File: src/bfiq_pkg.sv
// Shared types and constants for the Bloom filter insert/query core.
package bfiq_pkg;

    localparam int MAX_FILTER_BYTES = 1024;
    localparam int MAX_KEY_LEN      = 4095;
    localparam int ADDR_W           = $clog2(MAX_FILTER_BYTES);
    localparam int FB_W             = 11;
    localparam int PC_W             = 8;
    localparam int KLEN_W           = 12;
    localparam int BITS_W           = ADDR_W + 4;
    localparam int CFG_DATA_W       = 11;
    localparam int CFG_IDX_W        = 1;
    localparam int DIV_STEPS        = 32;

    localparam logic [31:0] HASH_SEED = 32'hbc9f1d34;
    localparam logic [31:0] HASH_MULT = 32'hc6a4a793;
    localparam logic [PC_W-1:0] PROBE_LIMIT = 8'd30;

    localparam logic [CFG_IDX_W-1:0] REG_FILTER_BYTES = 1'b0;
    localparam logic [CFG_IDX_W-1:0] REG_PROBE_COUNT  = 1'b1;

    typedef enum logic [1:0] {
        OP_INSERT = 2'd0,
        OP_QUERY  = 2'd1,
        OP_CLEAR  = 2'd2,
        OP_NONE   = 2'd3
    } t_opcode;

    typedef enum logic [3:0] {
        ST_IDLE,
        ST_CLEAR,
        ST_FIN_MUL,
        ST_FIN_XOR,
        ST_DIV,
        ST_READ,
        ST_WAIT,
        ST_CHECK,
        ST_OUT
    } t_state;

    typedef struct packed {
        logic start_clear;
        logic start_div;
        logic mem_read;
        logic mem_write;
        logic next_probe;
        logic fin_mul;
        logic fin_xor;
    } t_cmd;

    typedef struct packed {
        logic clear_done;
        logic div_done;
        logic bit_set;
        logic last_probe;
        logic need_tail;
        logic skip_probes;
    } t_status;

endpackage

File: src/bfiq_ctrl.sv
// Sequencer for key finish, probe loop, store clear and result hand-off.
module bfiq_ctrl
    import bfiq_pkg::*;
(
    input  logic    i_clk,
    input  logic    i_rst_n,
    input  logic    i_end_key,
    input  logic    i_end_clear,
    input  logic    i_is_insert,
    input  t_status i_status,
    input  logic    i_res_ready,
    output t_cmd    o_cmd,
    output logic    o_busy,
    output logic    o_res_valid,
    output logic    o_res_bit
);
    t_state r_state, n_state;
    logic   r_ins, r_res, n_res, r_init;

    always_comb begin
        n_state = r_state;
        case (r_state)
            ST_IDLE: begin
                if (i_end_clear) n_state = ST_CLEAR;
                else if (i_end_key) n_state = ST_FIN_MUL;
            end
            ST_CLEAR:   if (i_status.clear_done) n_state = r_init ? ST_OUT : ST_IDLE;
            // last byte is absorbed by now, so the tail test is current
            ST_FIN_MUL: n_state = i_status.need_tail ? ST_FIN_XOR : ST_DIV;
            ST_FIN_XOR: n_state = ST_DIV;
            ST_DIV: begin
                if (i_status.skip_probes) n_state = ST_OUT;
                else if (i_status.div_done) n_state = ST_READ;
            end
            ST_READ:  n_state = ST_WAIT;
            ST_WAIT:  n_state = ST_CHECK;
            ST_CHECK: begin
                if (!r_ins && !i_status.bit_set) n_state = ST_OUT;
                else if (i_status.last_probe) n_state = ST_OUT;
                else n_state = ST_DIV;
            end
            ST_OUT:   if (i_res_ready) n_state = ST_IDLE;
            default:  n_state = ST_IDLE;
        endcase
    end

    always_comb begin
        o_cmd = '0;
        n_res = r_res;
        case (r_state)
            ST_IDLE: begin
                o_cmd.start_clear = i_end_clear;
                n_res = 1'b1;
            end
            ST_FIN_MUL: begin
                if (i_status.need_tail) o_cmd.fin_mul = 1'b1;
                else o_cmd.start_div = 1'b1;
            end
            ST_FIN_XOR: begin
                o_cmd.fin_xor = 1'b1;
                o_cmd.start_div = 1'b1;
            end
            ST_READ: o_cmd.mem_read = 1'b1;
            ST_CHECK: begin
                o_cmd.mem_write = r_ins;
                if (!r_ins && !i_status.bit_set) n_res = 1'b0;
                else if (!i_status.last_probe) begin
                    o_cmd.next_probe = 1'b1;
                    o_cmd.start_div = 1'b1;
                end
            end
            default: ;
        endcase
    end

    always_ff @(posedge i_clk) begin
        if (!i_rst_n) begin
            r_state <= ST_CLEAR;
            r_init  <= 1'b0;
            r_ins   <= 1'b0;
            r_res   <= 1'b1;
        end else begin
            r_state <= n_state;
            r_res   <= n_res;
            if (r_state == ST_IDLE) r_ins <= i_is_insert;
            if (r_state == ST_IDLE && i_end_clear) r_init <= 1'b1;
        end
    end

    assign o_busy      = (r_state != ST_IDLE);
    assign o_res_valid = (r_state == ST_OUT);
    assign o_res_bit   = r_res;

`ifndef NO_ASSERTIONS
    a_out_holds: assert property (@(posedge i_clk) disable iff (!i_rst_n)
        (r_state == ST_OUT && !i_res_ready) |=> (r_state == ST_OUT))
        else $error("result dropped while stalled");
    a_write_only_insert: assert property (@(posedge i_clk) disable iff (!i_rst_n)
        o_cmd.mem_write |-> r_ins)
        else $error("write during query");
    a_busy_blocks: assert property (@(posedge i_clk) disable iff (!i_rst_n)
        (r_state == ST_DIV) |-> o_busy)
        else $error("busy flag low during probe");
`endif
endmodule

File: config.mk
export PLATFORM = sky130hd
export DESIGN_NAME = bfiq_ctrl
export DESIGN_NICKNAME = d
export VERILOG_FILES = /design/src/bfiq_pkg.sv /design/src/bfiq_ctrl.sv
export SDC_FILE = /design/constraint.sdc
export NUM_CORES = 1
export LEC_CHECK = 0
export ABC_AREA = 0
export BUFFER_PORTS_ARGS = -buffer_cell sky130_fd_sc_hd__buf_2
export CAP_MARGIN = 20
export CORE_AREA = 2 2 39 41
export DETAILED_ROUTE_END_ITERATION = 12
export DIE_AREA = 0 0 41 43
export PLACE_DENSITY_LB_ADDON = 0.2
export REMOVE_ABC_BUFFERS = 1
export SYNTH_ARGS = -nofsm -noshare
export SYNTH_HDL_FRONTEND = slang
export SYNTH_SLANG_ARGS = --single-unit
File: constraint.sdc
create_clock -name i_clk -period 1.5 [get_ports i_clk]
set_clock_uncertainty 0.15 [all_clocks]
set_input_delay 0.3 -clock i_clk [delete_from_list [all_inputs] [get_ports i_clk]]
set_output_delay 0.3 -clock i_clk [all_outputs]
set_load 0.02 [all_outputs]
# ---- Yosys cells after proc, flatten, opt, wreduce, memory -nomap -nowiden
# Cells that the tools add are included.
# Widths: inputs -> output; s select.
dict set report classes {
  add_sub_neg 0
  multipliers 0
  div_mod_pow 0
  n_lt_le_gt_ge 0
  n_eq_ne 13
  shift 0
  muxes 23
  bitwise_logic 0
  n_reduce_logical 9
}
# operator n
set op_table {}
lappend op_table {{$mux 4} 9}
lappend op_table {{$pmux 4 s9} 1}
lappend op_table {{$eq 4x3->1 const B} 4}
lappend op_table {{$mux 1} 9}
lappend op_table {{$eq 4x2->1 const B} 2}
lappend op_table {{$ne 2x2->1 const B} 3}
lappend op_table {{$ne 3x3->1 const B} 2}
lappend op_table {{$eq 4x1->1 const B} 1}
lappend op_table {{$eq 4x4->1 const B} 1}
lappend op_table {{$logic_not 4->1} 1}
lappend op_table {{$reduce_and 4->1} 1}
lappend op_table {{$reduce_bool 4->1} 1}
lappend op_table {{$mux 3} 1}
lappend op_table {{$pmux 1 s3} 1}
lappend op_table {{$logic_and 1x1->1} 2}
lappend op_table {{$logic_not 1->1} 2}
lappend op_table {{$mux 2} 1}
lappend op_table {{$pmux 1 s2} 1}
lappend op_table {{$reduce_and 2->1} 1}
lappend op_table {{$reduce_bool 2->1} 1}
dict set report word_totals {
  ff_bits 7
  latch_bits 0
  mem_bits_rw 0
  rom_bits 0
  output_inout_bits 10
  n_memories 0
}

# ---- Logic depth before layout (Yosys ltp)
dict set report depth {
  ltp_word 4
  depth_mapped 5
  depth_no_buf 4
}

# ---- Worst setup path before layout
# No wires, ideal clock.
dict set report synth_timing {
  path_kind {reg-to-reg}
  startpoint {register r_state[3]}
  endpoint {register r_state[3]}
  setup_time_ns 0.070
  arrival_time_ns 1.526
  required_ns 1.280
  path_slack_ns -0.246
  path_stages_with_launch 5
  path_cell_list {dfxtp_1 clkbuf_2 nor4b_1 nand2b_1 a21boi_1}
}
dict set report synth_via {
  elab_chain_cells 3
  elab_cells_between_ends 15
}
# item line
set synth_rtl {}
lappend synth_rtl {{start: declaration} bfiq_ctrl.sv:17} ;# t_state r_state, n_state;
lappend synth_rtl {{start signal: assignment} bfiq_ctrl.sv:83} ;# r_state <= n_state;
lappend synth_rtl {{$eq 4x4->1 *} -}
lappend synth_rtl {{via o_res_valid} bfiq_ctrl.sv:14} ;# output logic o_res_valid,
lappend synth_rtl {{$ne 2x2->1 (no source line)} -}
lappend synth_rtl {{$reduce_and 4->1 (no source line)} -}
# The timed path passes the listed nets; every way through them passes the cells marked *.
# A chain may end at the register's enable or synchronous reset.

# ---- Worst setup path after layout
dict set report layout_timing {
  startpoint {register r_state[1]}
  endpoint {output port o_busy}
}
dict set report layout_via {
  elab_chain_cells 1
}
# item line
set layout_rtl {}
lappend layout_rtl {{$reduce_bool 4->1} bfiq_ctrl.sv:90} ;# assign o_busy = (r_state != ST_IDLE);
lappend layout_rtl {{end: declaration} bfiq_ctrl.sv:13} ;# output logic o_busy,
# Every way passes these cells.

==> reports/metrics.cfg <==
[timing]
finalHoldViolations = 0
fin_ws_ns = -0.190
min_period_ns = 1.69
rsz0062_at_grt = true
fin_crit_sh = 1.13
setup-violations-final = 10
max_slew_margin = 0.785
tightest_slew_ns = 0.322
drv_slew = 0
timing.fmax_mhz = 592

[placement]
postPlaceCellArea_um2 = 703
gp_congestion = 0.794
post-place-ws_ns = -0.159
io_buffers = 21
dpl.hpwl_mm = 1.01

[floorplan]
num_io_pins = 22
die_w_um = 41
die-height_um = 43
die_area_um2 = 1760
start_util = 0.383
coreArea_um2 = 1380
rows = 14

[flow_run]
drv_cap = 0

[detailed_routing]
dr_total_vias = 641
ant_nets = 0
dr.pass1.iters = 4
drc = 0
vias_per_cell = 5.25
wire_per_inst_um = 13.1
totalWireLength_mm = 1.60
drtIter0Drc = 5

[cts]
cts_sinks = 7
cts_tree = done
clk_pin_slew_ns = 0.05
htree_levels = 1
cts_made_buffers = 3
cts.path.max_buffers = 2
clk_latency_ns = 0.24
clk_root_buffer_cell = clkbuf_4
cts-hold-fix-buffers = 0

[power_and_ir_drop]
vdd_drop_max_mv = 0.512
p_total_uw = 696
total_leakage_power_uw = 0.000403
p_per_area_nw_per_um2 = 715

[critical_path]
startpoint_type = flop
startpoint = r_state[1]
r2r_start = r_state[1]
worstPathArrival_ns = 1.24
required_ns = 1.05
crit_path_end_kind = output pin
cp_max_fo = 5
criticalPathCategory = reg2out

[yosys]
ys_types = 32
syn_area_per_cell_um2 = 8.16
yosys_register_bits = 7
ys_warn_count = 0
syn_inst = 65
synth_seq_area_share = 0.264
syn_area_um2 = 531
synth_ff_type = dfxtp_1
synth_edf_count = 0
synthArstFlopShare = 0

[finish]
fillers = 103
design_area_um2 = 973
drive_gt1_frac = 0.708
synthToLayoutAreaGrowth_pct = 83.5
diodes = 0
fin_nets = 119
fin_util = 0.703

[min_path]
hold_path_class = in2reg
min_from = i_rst_n

[grt]
antenna_found_initial = 0
grt_overflow = 0
track_usage = 0.219
grt_pass1_wl_mm = 2.65
grt_max_degree = 10
grt_pass1_vias = 639

[run_status]
violations = setup timing
status = complete, but fails checks

worst max-delay path, stage by stage, from the launching register on:
cell	delay [ns]
dfxtp_4	0.36
nor4_4	0.32
buf_4	0.17
inv_2	0.03
buf_6	0.12
power by group:
| part | switching (µW) | internal, µW | leakage [µW] | total (µW) |
|---|---|---|---|---|
| Clock | 60.8 | 101 | 0.0000150 | 162 |
| Combinational | 137 | 171 | 0.000328 | 308 |
| Sequential | 25.8 | 200 | 0.0000601 | 226 |
cell type report:
type,count,area [µm²],area share
flip-flops and latches,7,156,0.161
clock buffers,4,26.3,0.0270
inverters,4,15.0,0.0154
repair buffers,42,315,0.324
multi-input cells,49,440,0.452
well taps,16,20.0,0.0206
stage by stage:
step,instances,hold slack [ns],setup TNS (ns)
6_report,122,0.153,-1.38
5_1_grt,122,0.151,-2.01
4_1_cts,121,0.139,-1.42
3_5_place_dp,109,0.306,-1.19
3_3_place_gp,109,0.307,-0.806
2_1_floorplan,60,0.212,-1.28
flip-flops by register name (all words and copies together) (netlist names):
name,count
o_res_bit,1
r_init,1
r_state,4
r_ins,1
Yosys cell counts, drive strengths merged, types with 2 or more instances:
| cell type | instances | area share |
|---|---|---|
| a21oi | 7 | 0.066 |
| dfxtp | 7 | 0.26 |
| nor4 | 2 | 0.052 |
| nand3b | 2 | 0.028 |
| nand2 | 4 | 0.028 |
| o21a | 2 | 0.028 |
| a21boi | 2 | 0.028 |
| nor3b | 3 | 0.042 |
| inv | 4 | 0.028 |
| nand2b | 2 | 0.024 |
| buf | 4 | 0.071 |
| o21ai | 3 | 0.035 |
| nor4b | 2 | 0.045 |
| nor2 | 6 | 0.042 |
| nor2b | 3 | 0.035 |
per-layer routing:
layer / vias up / track usage / routed length (µm)
li1: 314 / - / -
met5: - / 0 / 0
met3: 4 / 0.0314 / 33
met4: 0 / 0.127 / 29
met2: 11 / 0.322 / 849
met1: 312 / 0.289 / 691
placed cells by master, fill, tap and decap left out, drive strengths merged, types with 2 or more instances in the layout:
cell type,instances
a21boi,2
a21oi,7
buf,42
clkbuf,4
dfxtp,7
inv,4
nand2,4
nand2b,2
nand3b,2
nor2,6
nor2b,3
nor3b,3
nor4,2
nor4b,2
o21a,2
o21ai,3
what timing repair did:
| item | in CTS | in global routing |
|---|---|---|
| pin swaps | 9 | 8 |
| setup endpoints to repair | 14 | 15 |
| resized for setup | 40 | 14 |
| setup buffers | 8 | 2 |
worst paths after layout:
kind / to / depth (start not counted) / slack [ns]
worst max-delay path: o_busy / 4 / -0.19
worst min-delay path: r_state[0] / 2 / 0.15
worst max register to register: r_state[1] / 5 / -0.02
worst min register to register: r_init / 1 / 0.32
kinds of logic (layout without fill, tap and decap cells):
group	count (synthesis)	in the layout	share of synthesized area
compound gates	19	19	0.250
buf+inv	9	50	0.108
flops	7	7	0.264
simple gates	29	29	0.361
xor+xnor	1	1	0.0165
(Power assumes the default switching activity.)
